File: src/hdl/ssd_pkg.sv
// ----------------------------------------------------------------------------
// Slider swipe detector package
// Shared beat types, event codes and register constants.
// ----------------------------------------------------------------------------
package ssd_pkg;

    localparam int unsigned PosWidth = 8;
    localparam int unsigned AddrWidth = 3;
    localparam int unsigned DataWidth = 32;

    localparam logic [PosWidth-1:0] ThresholdReset = 8'd20;
    localparam logic [AddrWidth-3:0] RegSwipeThreshold = 1'b0;

    typedef enum logic [2:0] {
        KIND_NONE        = 3'd0,
        KIND_SELECT      = 3'd1,
        KIND_BACK        = 3'd2,
        KIND_SWIPE_LEFT  = 3'd3,
        KIND_SWIPE_RIGHT = 3'd4
    } touch_kind_t;

    typedef struct packed {
        logic                sensor_busy;
        logic                select_active;
        logic                back_active;
        logic                slider_active;
        logic [PosWidth-1:0] slider_position;
    } scan_beat_t;

    typedef struct packed {
        touch_kind_t touch_kind;
        logic        busy_flag;
    } event_beat_t;

endpackage

File: src/hdl/slider_swipe_detector.sv
// ----------------------------------------------------------------------------
// Slider swipe detector
// Turns touch-scan results into select, back and swipe events.
// ----------------------------------------------------------------------------
// Each scan beat on the s_ channel yields exactly one event beat on the m_
// channel. The slider state is updated, and the event is registered, at the
// clock edge that accepts the scan beat (into the skid register on a stall).
// One scan beat can be accepted in every cycle while the skid is empty.
// The event leaves through an output register backed by a one-entry skid
// register. When the receiver stalls, one more scan beat is taken into the
// skid register; s_ready then drops until the output register is emptied.
// Synchronous reset clears the slider state and both arming flags, empties
// the output stages and loads the swipe threshold with 20.
// The threshold is written through the APB-style port at byte address 0 and
// should only be changed while no events are outstanding. Reads return it.
// ----------------------------------------------------------------------------
module slider_swipe_detector (
    input  logic                                aclk,
    input  logic                                aresetn,
    input  logic                                s_valid,
    output logic                                s_ready,
    input  ssd_pkg::scan_beat_t                 s_data,
    output logic                                m_valid,
    input  logic                                m_ready,
    output ssd_pkg::event_beat_t                m_data,
    input  logic                                psel,
    input  logic                                penable,
    input  logic                                pwrite,
    input  logic [ssd_pkg::AddrWidth-1:0]       paddr,
    input  logic [ssd_pkg::DataWidth-1:0]       pwdata,
    output logic [ssd_pkg::DataWidth-1:0]       prdata,
    output logic                                pready
);

    localparam int unsigned PW = ssd_pkg::PosWidth;

    logic [PW-1:0] threshold_reg;
    logic [PW-1:0] last_pos_reg, last_pos_next;
    logic [PW-1:0] right_sum_reg, right_sum_next;
    logic [PW-1:0] left_sum_reg, left_sum_next;
    logic          held_reg, held_next;
    logic          right_armed_reg, right_armed_next;
    logic          left_armed_reg, left_armed_next;

    ssd_pkg::event_beat_t out_reg, out_next;
    ssd_pkg::event_beat_t skid_reg;
    ssd_pkg::event_beat_t result;
    logic                 out_valid_reg, out_valid_next;
    logic                 skid_valid_reg, skid_valid_next;

    logic          accept;
    logic          out_load;
    logic          cfg_write;
    logic [PW-1:0] right_add;
    logic [PW-1:0] left_add;

    assign pready    = 1'b1;
    assign cfg_write = psel && penable && pwrite && pready
                       && (paddr[ssd_pkg::AddrWidth-1:2] == ssd_pkg::RegSwipeThreshold);
    assign prdata    = (paddr[ssd_pkg::AddrWidth-1:2] == ssd_pkg::RegSwipeThreshold)
                       ? {{(ssd_pkg::DataWidth-PW){1'b0}}, threshold_reg}
                       : '0;

    always_ff @(posedge aclk) begin
        if (!aresetn) begin
            threshold_reg <= ssd_pkg::ThresholdReset;
        end else if (cfg_write) begin
            threshold_reg <= pwdata[PW-1:0];
        end
    end

    assign s_ready  = !skid_valid_reg;
    assign accept   = s_valid && s_ready;
    assign out_load = m_ready || !out_valid_reg;
    assign m_valid  = out_valid_reg;
    assign m_data   = out_reg;

    assign right_add = right_sum_reg + (s_data.slider_position - last_pos_reg);
    assign left_add  = left_sum_reg + (last_pos_reg - s_data.slider_position);

    always_comb begin
        last_pos_next     = last_pos_reg;
        right_sum_next    = right_sum_reg;
        left_sum_next     = left_sum_reg;
        held_next         = held_reg;
        right_armed_next  = right_armed_reg;
        left_armed_next   = left_armed_reg;
        result.touch_kind = ssd_pkg::KIND_NONE;
        result.busy_flag  = 1'b0;
        priority if (s_data.sensor_busy) begin
            result.busy_flag = 1'b1;
        end else if (s_data.select_active) begin
            result.touch_kind = ssd_pkg::KIND_SELECT;
        end else if (s_data.back_active) begin
            result.touch_kind = ssd_pkg::KIND_BACK;
        end else if (s_data.slider_active) begin
            last_pos_next = s_data.slider_position;
            if (!held_reg) begin
                right_sum_next   = '0;
                left_sum_next    = '0;
                held_next        = 1'b1;
                right_armed_next = 1'b1;
                left_armed_next  = 1'b1;
            end else if (s_data.slider_position > last_pos_reg) begin
                left_sum_next = '0;
                if (right_add > threshold_reg) begin
                    right_sum_next = '0;
                    if (right_armed_reg) begin
                        result.touch_kind = ssd_pkg::KIND_SWIPE_RIGHT;
                        right_armed_next  = 1'b0;
                    end else begin
                        left_armed_next = 1'b1;
                    end
                end else begin
                    right_sum_next = right_add;
                end
            end else if (s_data.slider_position < last_pos_reg) begin
                right_sum_next = '0;
                if (left_add > threshold_reg) begin
                    left_sum_next = '0;
                    if (left_armed_reg) begin
                        result.touch_kind = ssd_pkg::KIND_SWIPE_LEFT;
                        left_armed_next   = 1'b0;
                    end else begin
                        right_armed_next = 1'b1;
                    end
                end else begin
                    left_sum_next = left_add;
                end
            end
        end else begin
            held_next      = 1'b0;
            right_sum_next = '0;
            left_sum_next  = '0;
        end
    end

    always_ff @(posedge aclk) begin
        if (!aresetn) begin
            last_pos_reg    <= '0;
            right_sum_reg   <= '0;
            left_sum_reg    <= '0;
            held_reg        <= 1'b0;
            right_armed_reg <= 1'b0;
            left_armed_reg  <= 1'b0;
        end else if (accept) begin
            last_pos_reg    <= last_pos_next;
            right_sum_reg   <= right_sum_next;
            left_sum_reg    <= left_sum_next;
            held_reg        <= held_next;
            right_armed_reg <= right_armed_next;
            left_armed_reg  <= left_armed_next;
        end
    end

    always_comb begin
        out_valid_next  = out_valid_reg;
        out_next        = out_reg;
        skid_valid_next = skid_valid_reg;
        if (out_load) begin
            out_valid_next  = skid_valid_reg || accept;
            out_next        = skid_valid_reg ? skid_reg : result;
            skid_valid_next = skid_valid_reg && accept;
        end else if (accept) begin
            skid_valid_next = 1'b1;
        end
    end

    always_ff @(posedge aclk) begin
        if (!aresetn) begin
            out_valid_reg  <= 1'b0;
            skid_valid_reg <= 1'b0;
        end else begin
            out_valid_reg  <= out_valid_next;
            skid_valid_reg <= skid_valid_next;
        end
    end

    always_ff @(posedge aclk) begin
        out_reg <= out_next;
        if (accept && (!out_load || skid_valid_reg)) begin
            skid_reg <= result;
        end
    end

    a_skid_implies_out: assert property (@(posedge aclk) disable iff (!aresetn)
        skid_valid_reg |-> out_valid_reg)
        else $error("Skid register holds a beat while the output register is empty.");

    a_one_sum_active: assert property (@(posedge aclk) disable iff (!aresetn)
        (right_sum_reg == '0) || (left_sum_reg == '0))
        else $error("Both travel sums are nonzero.");

    a_busy_keeps_state: assert property (@(posedge aclk) disable iff (!aresetn)
        (accept && s_data.sensor_busy) |=>
            ($stable(right_sum_reg) && $stable(left_sum_reg) && $stable(held_reg)
             && $stable(last_pos_reg)))
        else $error("Slider state changed on a busy scan.");

    a_release_clears: assert property (@(posedge aclk) disable iff (!aresetn)
        (accept && !s_data.sensor_busy && !s_data.select_active && !s_data.back_active
         && !s_data.slider_active) |=>
            (!held_reg && (right_sum_reg == '0) && (left_sum_reg == '0)))
        else $error("Release did not clear the slider state.");

    a_busy_event_is_none: assert property (@(posedge aclk) disable iff (!aresetn)
        (m_valid && m_data.busy_flag) |-> (m_data.touch_kind == ssd_pkg::KIND_NONE))
        else $error("Busy event carries a touch kind.");

endmodule
File: config.mk
export PLATFORM = sky130hd
export DESIGN_NAME = slider_swipe_detector
export DESIGN_NICKNAME = d
export VERILOG_FILES = /design/src/hdl/ssd_pkg.sv /design/src/hdl/slider_swipe_detector.sv
export SDC_FILE = /design/constraint.sdc
export NUM_CORES = 1
export LEC_CHECK = 0
export BUFFER_PORTS_ARGS = -buffer_cell sky130_fd_sc_hd__buf_2
export CAP_MARGIN = 20
export CORE_MARGIN = 10
export CORE_UTILIZATION = 54
export DETAILED_ROUTE_END_ITERATION = 10
export PLACE_DENSITY = 0.8
export SLEW_MARGIN = 40
export SYNTH_ARGS = -nofsm -noshare
export SYNTH_HDL_FRONTEND = slang
export SYNTH_SLANG_ARGS = --single-unit
File: constraint.sdc
create_clock -name aclk -period 5.1 [get_ports aclk]
set_clock_uncertainty 0.1 [all_clocks]
set_input_delay 0 -clock aclk [delete_from_list [all_inputs] [get_ports aclk]]
set_output_delay 0 -clock aclk [all_outputs]
set_load 0.1 [all_outputs]
==> results of run 1 <==
tightest hold or removal path: stages:
cell and delay, ns:
buf_2 0.13, nand4_1 0.12, nor2_1 0.05
stage by stage:
step	hold WS, ns	setup slack [ns]	util	area, sq um	instances
after floorplan	-0.00113	1.41	-	3770	449
after global placement	0.122	0.913	0.571	3840	534
after detailed placement	0.137	0.721	0.571	3840	534
after CTS	0.0266	0.680	0.618	4150	562
after global routing	0.0443	0.335	0.620	4160	562
final	0.0337	0.664	0.620	4160	562
layout make-up:
| class | instances | area [sq um] |
|---|---|---|
| clock inverters | 3 | 47.5 |
| flip-flops and latches | 45 | 981 |
| inverters | 74 | 278 |
| clock buffers | 5 | 68.8 |
| multi-input cells | 294 | 2280 |
| repair buffers | 61 | 405 |
| well taps | 80 | 100 |
| fillers | 540 | 2550 |
metal layers:
| layer | share of wire | up-vias | wire, um | track usage |
|---|---|---|---|---|
| met5 | 0 | - | 0 | 0 |
| met4 | 0.023 | 0 | 201 | 0.0531 |
| met3 | 0.036 | 17 | 311 | 0.0315 |
| met2 | 0.50 | 65 | 4320 | 0.280 |
| met1 | 0.44 | 1444 | 3810 | 0.204 |
| li1 | - | 1492 | - | - |
worst max path at each step:
stage / startpoint / to / slack [ns] / cells after the start
after floorplan: last_pos_reg[1]$_SDFFE_PN0P_ / m_data[2]$_DFFE_PN_ / 1.41 / 15
after detailed placement: last_pos_reg[1]$_SDFFE_PN0P_ / m_data[2]$_DFFE_PN_ / 0.72 / 15
final: last_pos_reg[1]$_SDFFE_PN0P_ / m_data[2]$_DFFE_PN_ / 0.66 / 15
after global placement: last_pos_reg[1]$_SDFFE_PN0P_ / m_data[2]$_DFFE_PN_ / 0.91 / 15
after CTS: last_pos_reg[1]$_SDFFE_PN0P_ / m_data[2]$_DFFE_PN_ / 0.68 / 15
after global routing: last_pos_reg[1]$_SDFFE_PN0P_ / m_data[2]$_DFFE_PN_ / 0.33 / 15
Yosys cell counts, types with 2 or more instances:
| cell type | number | area share |
|---|---|---|
| nor3_1 | 4 | 0.0054 |
| xnor2_1 | 10 | 0.024 |
| buf_4 | 25 | 0.051 |
| clkbuf_1 | 8 | 0.0082 |
| o211ai_1 | 6 | 0.012 |
| nand4_1 | 8 | 0.014 |
| o41ai_1 | 2 | 0.0048 |
| o31ai_1 | 2 | 0.0041 |
| o21ai_1 | 3 | 0.0041 |
| a22o_1 | 9 | 0.021 |
| nor2b_1 | 12 | 0.020 |
| inv_1 | 74 | 0.075 |
| a21boi_0 | 16 | 0.033 |
| o21ai_0 | 5 | 0.0068 |
| dfxtp_1 | 37 | 0.20 |
| nor3_2 | 2 | 0.0054 |
| fa_1 | 14 | 0.076 |
| nor3b_1 | 2 | 0.0041 |
| edfxtp_1 | 8 | 0.065 |
| conb_1 | 2 | 0.0020 |
| o21a_1 | 2 | 0.0041 |
| buf_2 | 2 | 0.0027 |
| a32oi_1 | 7 | 0.017 |
| ha_1 | 46 | 0.16 |
| nand2_1 | 40 | 0.041 |
| xor2_1 | 4 | 0.0095 |
| a21o_1 | 2 | 0.0041 |
| nand3_1 | 7 | 0.0095 |
| o21bai_1 | 4 | 0.0082 |
| a21oi_1 | 16 | 0.022 |
| nor2_1 | 20 | 0.020 |
what timing repair did:
item / in CTS / in global routing
hold buffers: 20 / 0
hold endpoints to repair: 24 / 0
setup endpoints to repair: 0 / 0
where the power goes:
group / switching (mW) / internal [mW] / total, mW / leakage [nW]
clock: 0.148 / 0.150 / 0.297 / 0.0591
sequential: 0.00386 / 0.368 / 0.372 / 0.381
combinational: 0.232 / 0.0920 / 0.324 / 1.42
layout by cell type, fill, tap and decap left out, types with 2 or more instances in the layout:
cell type / synthesis / final
o21ai_1: 3 / 3
dlygate4sd3_1: 0 / 20
edfxtp_1: 8 / 8
nand3_1: 7 / 7
nor2b_1: 12 / 12
a21oi_1: 16 / 16
buf_2: 2 / 41
inv_1: 74 / 74
conb_1: 2 / 25
a22o_1: 9 / 9
o31ai_1: 2 / 2
o211ai_1: 6 / 6
dfxtp_1: 37 / 37
ha_1: 46 / 46
xor2_1: 4 / 4
nor3b_1: 2 / 2
nand2_1: 40 / 40
xnor2_1: 10 / 10
clkbuf_8: 0 / 5
nand4_1: 8 / 8
nor3_2: 2 / 2
nor3_1: 4 / 4
inv_6: 0 / 2
a21o_1: 2 / 2
nor2_1: 20 / 19
o21ai_0: 5 / 5
o21a_1: 2 / 2
fa_1: 14 / 14
o21bai_1: 4 / 4
o41ai_1: 2 / 2
a21boi_0: 16 / 16
a32oi_1: 7 / 7
cell families (layout without fill, tap and decap cells):
| kind of cell | count (synthesis) | count (layout) | share of synthesized area |
|---|---|---|---|
| AND/OR/NAND/NOR | 106 | 106 | 0.146 |
| other | 2 | 25 | 0.00204 |
| buffers and inverters | 110 | 143 | 0.140 |
| adder cells (fa/ha/maj) | 60 | 60 | 0.232 |
| XOR/XNOR | 14 | 14 | 0.0333 |
| flip-flops | 45 | 45 | 0.266 |
| multiplexers | 1 | 1 | 0.00306 |
| AO/OA/AOI/OAI | 88 | 88 | 0.177 |
==> metrics.yaml, run 1 <==
critical_path:
  crit_type: "reg2reg"
  slowest_stage: "a2111oi_1"
  ff2ff_path_depth: 15
  cp_max_fo: 4
  worstPathCellList: "inv_1 -> fa_1 -> inv_1 -> ha_1 -> a21oi_1 -> o211ai_1 -> o41ai_1 -> xnor2_1 -> ha_1 -> nand2_1 -> o21ai_0 -> o21ai_0 -> a2111oi_1 -> nor2_1 -> o41ai_1"
  crit_buf_inv: 2
  rr_endpoint: "m_data[2]$_DFFE_PN_"
  r2r_slack_ns: 0.66
  r2r_start: "last_pos_reg[1]$_SDFFE_PN0P_"
  critPathMaxStageDelay_ns: 0.60
  cp-start-kind: "register"
  crit_family: "compound AO/OA/AOI/OAI gates"
  worstSetupEndpointType: "register"
  crit_arrival_ns: 4.45
  cp.required_ns: 5.12
route:
  route.detailed.drc: 0
  via_per_inst: 5.37
  ant_nets: 0
  firstDrtPassIters: 4
  wl_um: 8640
  drt_iter0_drc: 157
  wl_per_cell_um: 15.4
  dr_total_vias: 3018
logic_synthesis:
  syn_inst: 426
  postSynthAreaPerCell_sq_um: 8.65
  ys_seq_area_frac: 0.266
  yosys_warnings: 0
  ys.flop_type: "dfxtp_1"
  synth_edf_count: 8
  async_flop_share: 0
  syn_area_sq_um: 3680
  yosysUniqueCellTypes: 58
  ys_ff_latch: 45
grt:
  grt_max_degree: 32
  gr-usage-all-layers: 0.164
  grt_pass1_wl_um: 13700
  gr-total-overflow: 0
  grt_antenna_before_repair: 0
  grt_pass1_vias: 2895
floorplan:
  coreArea_sq_um: 6720
  placementRows: 30
  die-area_sq_um: 10500
  num_io_pins: 93
  start_util: 0.548
  dieWidth_um: 103
  die_y_um: 103
timing:
  final_max_slew_viol_count: 0
  fmax_ghz: 0.225
  finalCritPeriodShare: 0.870
  rsz0062_at_grt: "false"
  fin_crit_ns: 4.44
  worstMarginPinSlew_ns: 0.657
  setup_violations: 0
  hold_viol: 0
  tns_ns: 0
  relSlewSlack: 0.561
placement:
  dpl.hpwl_um: 6600
  gp_congestion: 0.859
  port_buffers: 41
clocking:
  clkLatencyLatePin_ns: 0.32
  post_cts_resize_count: 0
  cts_tree: "done"
  postCtsSetupRepairBufs: 0
  cts_buffer_depth: 2
  cts_inserted_buffers: 5
  cts.htree.levels: 2
  clk_root_buffer_cell: "clkbuf_8"
  clkTransAtPathRegs_ns: 0.10
  cts.sinks: 45
power_and_ir_drop:
  irDropWorstVdd_uv: 114
  p_leak_nw: 1.86
  power_mw: 0.993
  power_density_nw_per_um2: 238
min_path:
  min_to: "skid_reg[3]$_DFFE_PP_"
  holdCritPathClass: "in2reg"
  hold_depth: 3
  hp-start: "s_data[8]"
cells_and_area:
  syn_to_final_growth_pct: 13.0
  diodes: 0
  drive_gt1_frac: 0.129
  nets: 595
run_status:
  status: "finished, final reports clean"
job:
  timing.max_cap.violations: 0
(Power assumes the default switching activity.)
==> run 2: changes to the inputs <==
--- a/config.mk
+++ b/config.mk
@@ -7,11 +7,11 @@
 export LEC_CHECK = 0
 export BUFFER_PORTS_ARGS = -buffer_cell sky130_fd_sc_hd__buf_2
 export CAP_MARGIN = 20
-export CORE_MARGIN = 10
-export CORE_UTILIZATION = 54
+export CORE_UTILIZATION = 35
 export DETAILED_ROUTE_END_ITERATION = 10
-export PLACE_DENSITY = 0.8
+export PLACE_DENSITY = 0.56
 export SLEW_MARGIN = 40
 export SYNTH_ARGS = -nofsm -noshare
 export SYNTH_HDL_FRONTEND = slang
 export SYNTH_SLANG_ARGS = --single-unit
+export TNS_END_PERCENT = 100
==> run 2 against run 1 <==
Net effect:
- clock power down 18%
- final cell count up 10%
- highest routed layer unchanged
- sequential cell count stayed put
- global-route usage fell by 1.0 points
- critical path depth stayed put
- largest power group unchanged
- total power decreased by 5.7%
- combinational power shrank 2%
- cell area grew 0.96%
- core utilization decreased by 21 points
==> metrics.yaml, run 2 (synthesis gave the netlist of run 1 again) <==
critical_path:
  cp.required_ns: 5.13  # was 5.12 ns
  crit_arrival_ns: 4.33  # was 4.45 ns
  cp-endpoint: "m_data[2]$_DFFE_PN_"  # unchanged
  cp_max_fo: 4  # unchanged
  cp-start-kind: "register"  # unchanged
  slowest_stage: "a2111oi_1"  # unchanged
  r2r_start: "last_pos_reg[1]$_SDFFE_PN0P_"  # unchanged
  rr_endpoint: "m_data[2]$_DFFE_PN_"  # unchanged
  ff2ff_path_depth: 15  # unchanged
  crit_type: "reg2reg"  # unchanged
  crit_path_start: "last_pos_reg[1]$_SDFFE_PN0P_"  # unchanged
  critPathMaxStageDelay_ns: 0.59  # was 0.60 ns
  crit_family: "compound AO/OA/AOI/OAI gates"  # unchanged
  worstPathCellList: "inv_1 -> fa_1 -> inv_1 -> ha_1 -> a21oi_1 -> o211ai_1 -> o41ai_1 -> xnor2_1 -> ha_1 -> nand2_1 -> o21ai_0 -> o21ai_0 -> a2111oi_1 -> nor2_1 -> o41ai_1"  # unchanged
  r2r_slack_ns: 0.81  # was 0.66 ns
  worstSetupEndpointType: "register"  # unchanged
  crit_buf_inv: 2  # unchanged
  worst-path-stages: 15  # unchanged
timing:
  relSlewSlack: 0.501  # was 0.561
  hold_viol: 0  # unchanged
  rsz0062_at_grt: "false"  # unchanged
  worstMarginPinSlew_ns: 0.743  # was 0.657 ns
  tns_ns: 0  # unchanged
  fin_crit_ns: 4.29  # was 4.44 ns
  final_max_slew_viol_count: 0  # unchanged
  fmax_ghz: 0.233  # was 0.225 GHz
  setup_violations: 0  # unchanged
  finalCritPeriodShare: 0.842  # was 0.870
route:
  top_layer: "met4"  # unchanged
  route.detailed.drc: 0  # unchanged
  via_per_inst: 4.67  # was 5.37
  ant_nets: 0  # unchanged
  firstDrtPassIters: 4  # unchanged
  wl_um: 8010  # was 8640 um
  wl_met2_um: 3770  # was 4320 um
  wl_met3_um: 232  # was 311 um
  wl_per_cell_um: 13.0  # was 15.4 um
  dr_total_vias: 2889  # was 3018
  drt_iter0_drc: 94  # was 157
  drt-met1-wl_um: 3830  # was 3810 um
floorplan:
  start_util: 0.358  # was 0.548
  placementRows: 37  # was 30
  dieWidth_um: 105  # was 103 um
  num_io_pins: 93  # unchanged
  die_y_um: 105  # was 103 um
  die-area_sq_um: 10900  # was 10500 sq um
  coreArea_sq_um: 10300  # was 6720 sq um
cells_and_area:
  diodes: 0  # unchanged
  syn_to_final_growth_pct: 14.1  # was 13.0%
  mostFrequentLayoutCells: "inv_1 (74), ha_1 (46), buf_2 (41), nand2_1 (40), dfxtp_1 (37)"  # unchanged
  final_common_cell: "inv_1"  # unchanged
  drive_gt1_frac: 0.129  # unchanged
  nets: 595  # unchanged
job:
  timing.max_cap.violations: 0  # unchanged
clocking:
  cts.htree.levels: 2  # unchanged
  cts_tree: "done"  # unchanged
  clk_root_buffer_cell: "clkbuf_8"  # unchanged
  clkLatencyLatePin_ns: 0.32  # about the same
  clkTransAtPathRegs_ns: 0.10  # about the same
  post_cts_resize_count: 0  # unchanged
  cts.sinks: 45  # unchanged
  cts_buffer_depth: 2  # unchanged
  cts_inserted_buffers: 5  # unchanged
run_status:
  status: "finished, final reports clean"  # unchanged
grt:
  grt_antenna_before_repair: 0  # unchanged
  gr-usage-all-layers: 0.154  # was 0.164
  grt_pass1_wl_um: 13500  # was 13700 um
  grt_pass1_vias: 2791  # was 2895
  grt_max_degree: 32  # unchanged
  gr-total-overflow: 0  # unchanged
power_and_ir_drop:
  power_density_nw_per_um2: 223  # was 238 nW/um^2
  power_mw: 0.936  # was 0.993 mW
  p_leak_nw: 1.85  # was 1.86 nW
  irDropWorstVdd_uv: 103  # was 114 uV
placement:
  dpl.hpwl_um: 6290  # was 6600 um
  gp_congestion: 0.800  # was 0.859
  port_buffers: 41  # unchanged
min_path:
  holdCritPathClass: "in2reg"  # unchanged
## run 2: cell types whose count changed in the layout (fill, tap and decap cells not counted)
cell / delta
clkinv_4: +2
nor4_4: -1
bufinv_16: -1
inv_6: -1
nor4_2: +1
## run 2: how the worst min path moves through the flow
| stage | start | to | slack [ns] | cells past startpoint |
|---|---|---|---|---|
| finish | s_data[8] | skid_reg[3]$_DFFE_PP_ | 0.04 | 3 |
| global route | s_data[8] | skid_reg[3]$_DFFE_PP_ | 0.04 | 3 |
| CTS | s_data[8] | skid_reg[3]$_DFFE_PP_ | 0.03 | 3 |
| detailed placement | pwdata[2] | threshold_reg[2]$_SDFFE_PN1P_ | 0.13 | 3 |
| global placement | pwdata[2] | threshold_reg[2]$_SDFFE_PN1P_ | 0.12 | 3 |
| floorplan | s_data[11] | skid_reg[0]$_DFFE_PP_ | -0.001 | 0 |
## run 2: worst register-to-register path: cells and delay by family (launching register included)
kind	cells	cell delay, ns
AO/OA/AOI/OAI	7	1.93
flip-flops	1	0.41
buffers and inverters	2	0.17
adder cells (fa/ha/maj)	3	1.19
XOR/XNOR	1	0.16
AND/OR/NAND/NOR	2	0.16
## run 2: metrics by stage
stage                util  setup slack [ns]  hold WS (ns)  instance area (sq um)  std cells
global route        0.409             0.313        0.0433                   4200        618
floorplan               -              1.41      -0.00113                   3770        449
CTS                 0.409             0.744        0.0327                   4200        618
detailed placement  0.380             0.785         0.132                   3910        590
global placement    0.380             0.835         0.122                   3910        590
finish              0.409             0.805        0.0412                   4200        618
## run 2: layout make-up
class / count / area (sq um)
clock buffer: 5 / 68.8
clock inverter: 3 / 26.3
fill: 1063 / 6070
inverter: 74 / 278
multi-input combinational: 294 / 2270
sequential: 45 / 981
tap: 136 / 170
timing repair buffer: 61 / 405
## run 2: power breakdown
group          switching (mW)  internal, mW  total, mW
logic                   0.228        0.0915      0.319
clock network           0.145         0.100      0.245
registers             0.00417         0.368      0.372
total                   0.377         0.560      0.936
## run 2: what timing repair did
action                    4_1_cts  5_1_grt
buffers inserted                0        0
hold buffers                   20        0
hold endpoints to repair       24        0
## run 2: per-layer routing
metal  global-route usage  vias to the layer above
met3               0.0231                       11
met5                    0                        -
met1                0.199                     1336
li1                     -                     1493
met4               0.0513                        0
met2                0.262                       49
